## config.mk

```make
export PLATFORM = sky130hd
export DESIGN_NAME = qpht_ctrl
export DESIGN_NICKNAME = d
export VERILOG_FILES = /design/src/qpht_pkg.sv /design/src/qpht_ctrl.sv
export SDC_FILE = /design/constraint.sdc
export NUM_CORES = 1
export LEC_CHECK = 0
export BUFFER_PORTS_ARGS = -buffer_cell sky130_fd_sc_hd__buf_4
export CORE_AREA = 4 4 41 43
export CTS_BUF_LIST = sky130_fd_sc_hd__clkbuf_8
export CTS_CLUSTER_SIZE = 28
export DETAILED_ROUTE_END_ITERATION = 8
export DIE_AREA = 0 0 45 47
export GPL_TIMING_DRIVEN = 0
export SLEW_MARGIN = 0
export SYNTH_ARGS = -nofsm -noshare
export SYNTH_HDL_FRONTEND = slang
export SYNTH_SLANG_ARGS = --single-unit
export TNS_END_PERCENT = 30
```

## constraint.sdc

```tcl
create_clock -name clk -period 2.4 [get_ports clk]
set_input_delay 0.48 -clock clk [delete_from_list [all_inputs] [get_ports clk]]
set_output_delay 0.48 -clock clk [all_outputs]
set_load 0.02 [all_outputs]
```

## src/qpht_pkg.sv

```systemverilog
// Shared constants, types and control structs for the quadratic probe hash table.
`timescale 1ns / 1ps
`default_nettype none

package qpht_pkg;

    // Table geometry and key width
    localparam int TABLE_DEPTH = 16384;
    localparam int KEY_BITS    = 20;
    localparam int ADDR_W      = $clog2(TABLE_DEPTH);
    localparam int SIZE_W      = ADDR_W + 1;
    localparam int ENTRY_W     = KEY_BITS + 1;

    // Remainder unit: two key bits per step, key padded to an even width
    localparam int KEY_PAD     = KEY_BITS + (KEY_BITS % 2);
    localparam int DIV_STEPS   = KEY_PAD / 2;
    localparam int STEP_W      = $clog2(DIV_STEPS);

    // Configuration port
    localparam int PADDR_W     = 2;
    localparam int PDATA_W     = 32;
    localparam logic [PADDR_W-1:0] ADDR_TABLE_SIZE = PADDR_W'(0);
    localparam logic [SIZE_W-1:0]  SIZE_RESET      = SIZE_W'(TABLE_DEPTH);

    // Operation codes
    localparam logic FUNC_INSERT = 1'b0;
    localparam logic FUNC_SEARCH = 1'b1;

    typedef enum logic [2:0] {
        ST_CLEAR,
        ST_IDLE,
        ST_DIV,
        ST_PROBE,
        ST_CHECK,
        ST_DONE
    } state_t;

    // Controller to datapath
    typedef struct packed {
        logic clr_write;
        logic load;
        logic div_step;
        logic advance;
        logic capture;
        logic mem_write;
        logic out_load;
    } cmd_t;

    // Datapath to controller
    typedef struct packed {
        logic clr_last;
        logic div_last;
        logic is_insert;
        logic found;
        logic stop;
    } status_t;

endpackage

`default_nettype wire

```

## src/qpht_ctrl.sv

```systemverilog
// Controller: clearing pass, remainder steps, probe loop and result handoff.
`timescale 1ns / 1ps
`default_nettype none

module qpht_ctrl (
    input  wire logic                 clk,
    input  wire logic                 rst_n,
    input  wire logic                 in_valid,
    output logic                      in_ready,
    output logic                      out_valid,
    input  wire logic                 out_ready,
    input  wire qpht_pkg::status_t    status,
    output qpht_pkg::cmd_t            cmd
);

    qpht_pkg::state_t state_reg;
    qpht_pkg::state_t state_next;
    logic             out_valid_reg;
    logic             out_valid_next;

    // State and output-valid registers
    always_ff @(posedge clk or negedge rst_n)
    begin
        if (!rst_n)
        begin
            state_reg     <= qpht_pkg::ST_CLEAR;
            out_valid_reg <= 1'b0;
        end
        else
        begin
            state_reg     <= state_next;
            out_valid_reg <= out_valid_next;
        end
    end

    // Next state and commands
    always_comb
    begin
        state_next = state_reg;
        cmd        = '0;
        in_ready   = 1'b0;
        unique case (state_reg)
            qpht_pkg::ST_CLEAR:
            begin
                cmd.clr_write = 1'b1;
                if (status.clr_last)
                begin
                    state_next = qpht_pkg::ST_IDLE;
                end
            end
            qpht_pkg::ST_IDLE:
            begin
                in_ready = 1'b1;
                if (in_valid)
                begin
                    cmd.load   = 1'b1;
                    state_next = qpht_pkg::ST_DIV;
                end
            end
            qpht_pkg::ST_DIV:
            begin
                cmd.div_step = 1'b1;
                if (status.div_last)
                begin
                    state_next = qpht_pkg::ST_PROBE;
                end
            end
            qpht_pkg::ST_PROBE:
            begin
                // store read of the current slot is under way
                state_next = qpht_pkg::ST_CHECK;
            end
            qpht_pkg::ST_CHECK:
            begin
                if (status.stop)
                begin
                    cmd.capture   = 1'b1;
                    cmd.mem_write = status.found && status.is_insert;
                    state_next    = qpht_pkg::ST_DONE;
                end
                else
                begin
                    cmd.advance = 1'b1;
                    state_next  = qpht_pkg::ST_PROBE;
                end
            end
            qpht_pkg::ST_DONE:
            begin
                if (!out_valid_reg || out_ready)
                begin
                    cmd.out_load = 1'b1;
                    state_next   = qpht_pkg::ST_IDLE;
                end
            end
            default:
            begin
                state_next = qpht_pkg::ST_IDLE;
            end
        endcase
    end

    // Output register is full until the item is taken
    always_comb
    begin
        if (cmd.out_load)
        begin
            out_valid_next = 1'b1;
        end
        else if (out_ready)
        begin
            out_valid_next = 1'b0;
        end
        else
        begin
            out_valid_next = out_valid_reg;
        end
    end

    assign out_valid = out_valid_reg;

endmodule

`default_nettype wire

```

; Word-level counts from Yosys, hierarchy flattened
; Index checks and enable logic that the tools add are counted.
[word_totals]
regBits = 4
inputBits = 9
output_inout_bits = 9
word_cells = 35
[classes]
n_eq_ne = 9
muxes = 18
n_reduce_logical = 6
[ops]
columns = cell, count
row1 = $mux W3, 6
row2 = $pmux W3 S6, 1
row3 = $mux W1, 10
row4 = $ne A2 B2 Y1 const B, 4
row5 = $eq A3 B2 Y1 const B, 2
row6 = $eq A3 B3 Y1 const B, 2
row7 = $reduce_and A4 Y1, 1
row8 = $eq A3 B1 Y1 const B, 1
row9 = $logic_not A3 Y1, 1
row10 = $mux W2, 1
row11 = $reduce_bool A2 Y1, 1
row12 = $logic_and A1 B1 Y1, 1
row13 = $logic_not A1 Y1, 1
row14 = $logic_or A1 B1 Y1, 1

; Depth between registers and ports, before layout
; Gate-level depths: netlist of the first run.
[logic_depth]
word_depth = 5
depth_mapped = 4
mapped_depth_nobuf = 2

; Least setup slack after synthesis of the first run
; No wires, ideal clock.
[synth_path]
path_type = reg2out
start = register state_reg[0]
end = output cmd[1] in the netlist's numbering
arrival_ns = 1.205
t_required_ns = 1.920
slack_ns = 0.715
path_stages_with_launch = 4
path_buffers = 1
path_cell_list = dfrtp_1 > buf_6 > and4bb_1 > and3_1
[synth_lines]
columns = element, line_no
row1 = from (decl), qpht_ctrl.sv:16  ; qpht_pkg::state_t state_reg;
row2 = from (signal assigned), qpht_ctrl.sv:26  ; state_reg <= qpht_pkg::ST_CLEAR;
row3 = from (signal assigned), qpht_ctrl.sv:31  ; state_reg <= state_next;
row4 = to (decl), qpht_ctrl.sv:13  ; output qpht_pkg::cmd_t cmd

==> summary.txt, run 1 <==
Timing
  • Setup-failing EPs final: 0
  • RSZ-0062 raised after global routing: false
  • Max transition margin: 82.72%
  • Max frequency: 553.1 MHz
  • Worst-Margin Slew: 258.5 ps
  • Fin. Hold Viols: 0
  • Clk_skew: 0.4328 ps
  • Pins Over Slew Limit: 0
  • Tmin final: 1808 ps
  • Total Neg Setup Slack: 0 ps
  • Fin crit share: 75.33%

GRT
  • Largest net degree at the start of global routing: 11
  • Gr ovfl total: 0
  • Vias in the first global route: 249
  • First-pass GRT wire length: 1048 um
  • Tot GR Track Use: 7.058%
  • Initial antenna violation count: 0

Clock tree
  • Hold_buf cts: 0
  • Post-CTS Resized: 0
  • Worst skew pair latency: 210 ps
  • CTS Sinks: 4
  • Post-CTS Setup Bufs: 0
  • Clk root buf: clkbuf_8
  • CTS tree: done
  • Reg clk slew, reported paths: 30 ps
  • CTS Buffer Depth: 2
  • Number of CTS-inserted buffers: 3
  • H-tree depth: 1

Routing
  • Drt initial violations: 2
  • Drt total wl: 687 um
  • Wire length per cell: 10.90 um
  • Routed via count: 270
  • 1st-pass router iterations: 2
  • Drt via density: 4.286
  • DRC viols: 0
  • ANT nets after route: 0

Setup path
  • RR Endpoint: state_reg[1]$_DFFE_PN0P_
  • Worst path max stage delay: 370 ps
  • R2r setup slk: 1230 ps
  • Crit path required time: 1920 ps
  • Reg2Reg Launch Point: state_reg[0]$_DFFE_PN0P_
  • Worst-case reg-to-reg path depth: 3
  • Crit path kind: flop to primary output
  • CP endpoint kind: primary output
  • CP max-delay cell: dfrtp_1
  • CP Cell Sequence: buf_6, and4bb_1, and3_1, buf_4
  • CP arrival: 1330 ps
  • Worst-path fanout max: 10
  • Crit path launch type: flop

Cells and area
  • Largest register FFs: 3
  • Layout area overhead: 63.29%
  • Layout cells sized above 1: 56.25%
  • Cell area after layout: 484.2 um2
  • Non-filler cells, final: 63
  • ANT cells: 0
  • Nets@finish: 59

Hold path
  • Hold Path Class: input pin to asynchronous set/reset pin

Floorplanning
  • # rows: 13
  • Die Wd: 45 um
  • Core Box Area: 1301 um2
  • Num ports: 18
  • Die Ht: 47 um
  • Starting Density: 22.79%
  • Die area: 2115 um2

Logic synthesis
  • Yosys reg bits: 4
  • Avg Cell Area, Syn: 10.59 um2
  • Synth Flop Type: dfrtp_1
  • Register area share after synthesis: 33.76%
  • Mapped Cells: 28
  • Synth cell types: 20
  • Synthesis Warnings: 0
  • Synth top cells by count: dfrtp_1, inv_1, buf_4, buf_6, nor3b_1
  • Post-synth EDFFs: 0
  • Cell taking the most area after synthesis: dfrtp_1
  • Syn Std Cell Area: 296.5 um2
  • Top post-synthesis cells by area: dfrtp_1, buf_6, and4bb_4
  • Area share of the largest cell type after synthesis: 33.76%
  • Synth Net Count: 37
  • Top-count cell post-synth: dfrtp_1
  • Async SR Flop Fraction: 100.0%

Placement
  • Placed Area: 442.9 um2
  • PortBufs: 17
  • Dpl hpwl: 579 um
  • Placed insts: 60
  • GP Congestion: 0.5926

Status
  • Status: completed

Power and ir drop
  • LEAKAGE: 0.2488 nW
  • PwrDens: 1297 nW/um2
  • Max VDD drop: 0.0004332 V

Job
  • Max_cap viols: 0
final cells by class:
type	instances	area (um2)
plain buffers	4	37.54
clock buffers	3	41.29
fillers	143	817.0
inverters	3	11.26
multi-input cells	17	147.6
flip-flops and latches	4	100.1
well taps	15	18.77
repair buffers	17	127.6
worst max path at each step:
stage                                        start      to  depth (start not counted)
after global placement                   status[0]  cmd[1]                          4
final                     state_reg[1]$_DFFE_PN0P_  cmd[1]                          4
after CTS                 state_reg[0]$_DFFE_PN0P_  cmd[1]                          4
after floorplan           state_reg[0]$_DFFE_PN0P_  cmd[1]                          3
after global routing      state_reg[1]$_DFFE_PN0P_  cmd[1]                          4
after detailed placement                 status[0]  cmd[1]                          4
layout by cell type (no fill, tap or decap):
cell type	instances
a211o_1	1
a21oi_1	1
and3_1	1
and3b_2	1
and4bb_1	1
and4bb_4	1
buf_4	19
buf_6	2
clkbuf_8	3
dfrtp_1	4
inv_1	3
mux2i_1	1
nand2b_1	1
nand3b_1	1
nor3_1	1
nor3b_1	2
nor4b_2	1
nor4bb_1	1
o21ai_0	1
o221ai_1	1
or3_1	1
metrics by stage:
stage	hold WS, ps	util, %	setup WS [ps]	power, W
floorplan	184.4	-	715.3	0.0003748
global placement	276.9	34.04	794.3	0.0004964
CTS	51.74	37.21	575.9	0.0006408
detailed placement	279.1	34.04	781.5	0.0004981
finish	56.45	37.21	592.0	0.0006278
global route	52.94	37.21	546.0	0.0006731
critical path: cells and delay by family (launching register included):
| family | cells | cell delay [ps] |
|---|---|---|
| buffers and inverters | 2 | 270 |
| DFF | 1 | 370 |
| and+or+nand+nor | 2 | 460 |
layer usage:
layer / global-route usage (%) / vias to the layer above / wire (um)
li1: - / 142 / -
met1: 8.966 / 118 / 290
met2: 9.887 / 10 / 318
met3: 2.299 / 0 / 77
met4: 5.263 / 0 / 0
met5: 0 / - / 0
report_power, final:
| part | internal [W] | switching [W] |
|---|---|---|
| Sequential | 0.0000998 | 0.0000209 |
| Combinational | 0.000191 | 0.000178 |
| Clock | 0.000107 | 0.0000312 |
cells by family (layout without fill, tap and decap cells):
family	count (synthesis)	count (layout)	share of synthesized area, %
DFF	4	4	33.76
muxes	1	1	3.376
buffers and inverters	7	27	16.45
AOI/OAI and AO/OA	4	4	9.281
and+or+nand+nor	12	12	37.13
(Power assumes the default switching activity.)
==> run 2: changes to the inputs <==
- clock period: 2.4 -> 1.6 ns (I/O delays scaled with it)
==> summary.txt, run 2 (synthesized netlist as in run 1, its figures left out) <==
Setup path
  • Worst-path fanout max: 7 (-3)
  • R2r setup slk: 160 ps (-1070 ps)
  • CP Cell Sequence: buf_6, and4bb_1, and3_1, buf_6
  • Worst path max stage delay: 380 ps (about the same)
  • Worst-case reg-to-reg path depth: 6 (+3)
  • Most common cell on crit path: buf_6
  • Crit path required time: 1280 ps (-640 ps)
  • CP max-delay cell: dfrtp_1
  • CP endpoint kind: primary output
  • CP Buf/Inv Count: 2 (unchanged)
  • CP arrival: 1290 ps (-40 ps)
  • Reg2Reg Launch Point: state_reg[2]$_DFFE_PN0P_
  • Crit path max-delay family: simple AND/OR/NAND/NOR gates
  • RR Endpoint: state_reg[2]$_DFFE_PN0P_
  • Crit path kind: flop to primary output
  • Crit path launch type: flop

Routing
  • Drt total wl: 808 um (+18%)
  • Wire length per cell: 11.07 um (+1.5%)
  • Drt initial violations: 1 (-1)
  • DRC viols: 0 (unchanged)
  • ANT nets after route: 0 (unchanged)
  • Drt via density: 4.247 (-0.91%)
  • Routed via count: 310 (+15%)
  • 1st-pass router iterations: 2 (unchanged)

Power and ir drop
  • Max VDD drop: 0.0006084 V (+40%)
  • PwrDens: 1882 nW/um2 (+45%)
  • LEAKAGE: 0.3026 nW (+22%)

Cells and area
  • Final Util: 44.13% (+6.9 points)
  • Commonest non-fill, non-tap cells in the layout: buf_4, buf_6, dfrtp_1
  • Cell area after layout: 574.3 um2 (+19%)
  • Layout cells sized above 1: 63.79% (+7.5 points)
  • Largest register FFs: 3 (unchanged)
  • Most common cell after layout, fill and taps aside: buf_4
  • Fillers: 130 (-9.1%)
  • Non-filler cells, final: 73 (+16%)
  • Nets@finish: 69 (+17%)
  • ANT cells: 0 (unchanged)
  • Layout area overhead: 93.67%

Placement
  • Dpl hpwl: 579 um (unchanged)
  • PortBufs: 17 (unchanged)
  • Setup WS pre-CTS: 165.6 ps (-615.8 ps)
  • Placed Area: 442.9 um2 (unchanged)
  • GP Congestion: 0.5926 (unchanged)
  • Placed insts: 60 (unchanged)

Clock tree
  • CTS tree: done
  • H-tree depth: 1 (unchanged)
  • Clk root buf: clkbuf_8
  • CTS Sinks: 4 (unchanged)
  • Number of CTS-inserted buffers: 3 (unchanged)
  • Reg clk slew, reported paths: 30 ps (about the same)
  • Worst skew pair latency: 210 ps (about the same)
  • CTS Buffer Depth: 2 (unchanged)

Timing
  • Final setup margin: -6.933 ps (-598.9 ps)
  • Total Neg Setup Slack: -6.933 ps (-6.933 ps)
  • Setup-failing EPs final: 1 (+1)
  • Tmin final: 1607 ps
  • Fin. Hold Viols: 0 (unchanged)
  • Max frequency: 622.3 MHz
  • Max transition margin: 82.88% (+0.16 points)
  • Worst-Margin Slew: 256.1 ps (-2.410 ps)
  • Clk_skew: 0.4510 ps (+0.01815 ps)
  • Pins Over Slew Limit: 0 (unchanged)
  • Fin crit share: 100.4%
  • RSZ-0062 raised after global routing: true

Floorplanning
  • Core Box Area: 1301 um2 (unchanged)
  • Die Wd: 45 um (unchanged)
  • Die Ht: 47 um (unchanged)
  • Die area: 2115 um2 (unchanged)
  • Num ports: 18 (unchanged)
  • Starting Density: 22.79% (unchanged)
  • # rows: 13 (unchanged)

Status
  • Failing checks: setup timing
  • Status: finished with violations

Hold path
  • WHS Path Cells: 2
  • Worst Hold End: out_valid$_DFFE_PN0P_
  • Worst hold start: out_ready
  • Hold Path Class: input pin to flop

GRT
  • Vias in the first global route: 300 (+20%)
  • Gr ovfl total: 0 (unchanged)
  • First-pass GRT wire length: 1221 um (+17%)
  • Initial antenna violation count: 0 (unchanged)
  • Tot GR Track Use: 8.168% (+1.1 points)
  • Largest net degree at the start of global routing: 11 (unchanged)

Job
  • Max_cap viols: 0 (unchanged)
run 2: changes by cell type in the layout (fill, tap and decap cells not counted):
cell / change
buf_4: +7
buf_6: +2
dlygate4sd3_1: +1
nor3b_1: -1
nor3b_2: +1
run 2: through the flow:
stage	power [W]	hold WS, ps
2_1_floorplan	0.0005623	24.41
3_3_place_gp	0.0007445	116.9
3_5_place_dp	0.0007471	119.1
4_1_cts	0.001069	340.0
5_1_grt	0.001157	357.3
6_report	0.001081	338.5
run 2: area by class of cell:
cell class	instances	area [um2]	share of cell area, %
multi-input cells	17	152.6	26.58
repair buffers	27	212.7	37.04
plain buffers	4	37.54	6.536
flip-flops and latches	4	100.1	17.43
well taps	15	18.77	3.268
inverters	3	11.26	1.961
clock buffers	3	41.29	7.190
run 2: worst max path at each step:
| stage | from | endpoint | slack (ps) | depth (start not counted) |
|---|---|---|---|---|
| 2_1_floorplan | state_reg[0]$_DFFE_PN0P_ | cmd[1] | 80 | 3 |
| 3_3_place_gp | state_reg[1]$_DFFE_PN0P_ | cmd[1] | 180 | 4 |
| 3_5_place_dp | state_reg[0]$_DFFE_PN0P_ | cmd[1] | 170 | 4 |
| 4_1_cts | state_reg[1]$_DFFE_PN0P_ | cmd[1] | -20 | 4 |
| 5_1_grt | state_reg[1]$_DFFE_PN0P_ | cmd[1] | -40 | 4 |
| 6_report | state_reg[1]$_DFFE_PN0P_ | cmd[1] | -7 | 4 |
run 2: worst reg2reg max path, stage by stage, from the launching register on:
cell	delay, ps
dfrtp_1	350
buf_4	160
and4bb_1	210
buf_4	130
buf_4	120
buf_4	120
a211o_1	230
run 2: layer usage:
metal  vias up  GRT usage (%)  routed length, um
li1        161              -                  -
met1       139          9.195                317
met2        10          13.56                424
met3         0          2.299                 66
met4         0          5.263                  0
met5         -              0                  0
run 2: timing repair:
action | 4_1_cts | 5_1_grt
pin swaps | 2 | 2
endpoints found under the hold margin | 4 | 0
gates resized for setup | 1 | 2
setup endpoints to repair | 1 | 4
buffers inserted | 7 | 2
hold buffers | 1 | 0
run 2: power breakdown:
part | leakage (nW) | switching, W | total [W] | internal (W)
clock | 0.0216 | 0.0000467 | 0.000207 | 0.000160
sequential | 0.0516 | 0.0000299 | 0.000180 | 0.000150
combinational | 0.229 | 0.000302 | 0.000695 | 0.000392
total | 0.303 | 0.000379 | 0.00108 | 0.000702
==> run 3: changes to the inputs <==
==> constraint.sdc (replaced) <==
create_clock -name clk -period 1.6 [get_ports clk]
set_input_delay 0.48 -clock clk [delete_from_list [all_inputs] [get_ports clk]]
set_output_delay 0.48 -clock clk [all_outputs]
set_load 0.02 [all_outputs]
==> summary.txt, run 3 (synthesized netlist as in run 1, its figures left out) <==
Status
  • Status: finished with violations
  • Failing checks: setup timing

GRT
  • First-pass GRT wire length: 1145 um (-6.2%)
  • Initial antenna violation count: 0 (unchanged)
  • Gr ovfl total: 0 (unchanged)
  • Vias in the first global route: 282 (-6.0%)
  • Largest net degree at the start of global routing: 11 (unchanged)
  • Tot GR Track Use: 7.851% (-0.32 points)

Cells and area
  • Cell area after layout: 576.8 um2 (+0.44%)
  • Nets@finish: 65 (-5.8%)
  • Layout area overhead: 94.51%
  • ANT cells: 0 (unchanged)
  • Layout cells sized above 1: 70.37% (+6.6 points)
  • Largest register FFs: 3 (unchanged)
  • Commonest non-fill, non-tap cells in the layout: buf_4, buf_6, dfrtp_1
  • Most common cell after layout, fill and taps aside: buf_4
  • Non-filler cells, final: 69 (-5.5%)

Routing
  • DRC viols: 0 (unchanged)
  • Met3 wire length: 79 um (+20%)
  • Drt via density: 4.464 (+5.1%)
  • WL met1: 293 um (-7.6%)
  • Drt total wl: 737 um (-8.8%)
  • ANT nets after route: 0 (unchanged)
  • 1st-pass router iterations: 4 (+2)
  • Drt initial violations: 3 (+2)
  • Routed via count: 308 (-0.65%)
  • Top Metal Used: met4
  • Wire length per cell: 10.68 um (-3.5%)
  • Routed met2 length: 349 um (-18%)

Floorplanning
  • Core Box Area: 1301 um2 (unchanged)
  • Starting Density: 22.79% (unchanged)
  • Num ports: 18 (unchanged)
  • # rows: 13 (unchanged)
  • Die Wd: 45 um (unchanged)
  • Die area: 2115 um2 (unchanged)
  • Die Ht: 47 um (unchanged)

Timing
  • Max transition margin: 85.11% (+2.2 points)
  • Tmin final: 1788 ps (+181.4 ps)
  • Max frequency: 559.2 MHz (-10%)
  • Clk_skew: 0.7065 ps (+0.2555 ps)
  • Worst-Margin Slew: 220.3 ps (-35.78 ps)
  • RSZ-0062 raised after global routing: true
  • Final setup margin: -188.3 ps (-181.4 ps)
  • Fin crit share: 111.8% (+11 points)
  • Setup-failing EPs final: 8 (+7)
  • Total Neg Setup Slack: -714.4 ps (-707.5 ps)
  • Pins Over Slew Limit: 0 (unchanged)
  • Fin. Hold Viols: 0 (unchanged)

Placement
  • Dpl hpwl: 537 um (-7.3%)
  • GP Congestion: 0.5703 (-3.8%)
  • Setup WS pre-CTS: -27.92 ps (-193.5 ps)
  • Placed Area: 447.9 um2 (+1.1%)
  • Placed insts: 60 (unchanged)
  • PortBufs: 17 (unchanged)

Setup path
  • Crit path kind: flop to primary output
  • CP Cell Sequence: buf_6, and4bb_4, and3_4, buf_6
  • CP Buf/Inv Count: 2 (unchanged)
  • Most common cell on crit path: buf_6
  • CP endpoint kind: primary output
  • Worst path max stage delay: 370 ps (about the same)
  • Crit path launch type: flop
  • CP max-delay cell: dfrtp_1
  • Crit path required time: 1120 ps (-160 ps)
  • Reg2Reg Launch Point: state_reg[0]$_DFFE_PN0P_
  • CP Launch Point: state_reg[0]$_DFFE_PN0P_
  • CP arrival: 1310 ps (+20 ps)
  • Crit path max-delay family: simple AND/OR/NAND/NOR gates
  • Worst-path fanout max: 2 (-5)

Job
  • Max_cap viols: 0 (unchanged)

Clock tree
  • Clk root buf: clkbuf_8
  • CTS Buffer Depth: 2 (unchanged)
  • Worst skew pair latency: 210 ps (about the same)
  • H-tree depth: 1 (unchanged)
  • CTS tree: done
  • Number of CTS-inserted buffers: 3 (unchanged)
  • Reg clk slew, reported paths: 30 ps (about the same)
  • CTS Sinks: 4 (unchanged)
  • Hold_buf cts: 0 (-1)

Power and ir drop
  • Max VDD drop: 0.0006761 V (+11%)
  • PwrDens: 1919 nW/um2 (+1.9%)
  • LEAKAGE: 0.2871 nW (-5.1%)

Hold path
  • Hold Path Class: input pin to asynchronous set/reset pin
-- run 3: final timing paths --
| path | slack (ps) | end | cells after the start |
|---|---|---|---|
| min in group clk | 480 | out_valid$_DFFE_PN0P_ | 2 |
| worst min-delay path | 60 | state_reg[0]$_DFFE_PN0P_ | 1 |
| worst max-delay path | -190 | cmd[1] | 4 |
| worst min register to register | 560 | out_valid$_DFFE_PN0P_ | 2 |
| max in group asynchronous | 1450 | state_reg[2]$_DFFE_PN0P_ | 1 |
| worst max register to register | 330 | state_reg[1]$_DFFE_PN0P_ | 4 |
-- run 3: stage by stage --
| stage | utilization [%] | total power, W | hold WS [ps] |
|---|---|---|---|
| global placement | 34.42 | 0.0007516 | 276.1 |
| CTS | 43.75 | 0.001101 | 51.22 |
| finish | 44.33 | 0.001107 | 55.83 |
| floorplan | - | 0.0005679 | 184.4 |
| global route | 44.33 | 0.001187 | 47.47 |
| detailed placement | 34.42 | 0.0007542 | 278.2 |
-- run 3: power breakdown --
part           internal, W  switching, W
registers         0.000150     0.0000268
logic             0.000400      0.000324
clock network     0.000160     0.0000466
total             0.000709      0.000397
-- run 3: repair_timing --
action	in CTS	in global routing
buffers inserted	6	0
setup endpoints to repair	6	8
pin swaps	2	0
resized for setup	7	2
-- run 3: routing by layer --
| layer | GRT usage [%] | up-vias |
|---|---|---|
| li1 | - | 155 |
| met2 | 11.02 | 13 |
| met3 | 2.682 | 2 |
| met5 | 0 | - |
| met4 | 7.018 | 0 |
| met1 | 9.425 | 138 |
-- run 3: area by class of cell --
type                       count  area (um2)
multi-input combinational     17       180.2
sequential                     4       100.1
timing repair buffer          23       187.7
inverter                       3       11.26
buffer                         4       37.54
fill                         134       724.4
tap                           15       18.77
clock buffer                   3       41.29
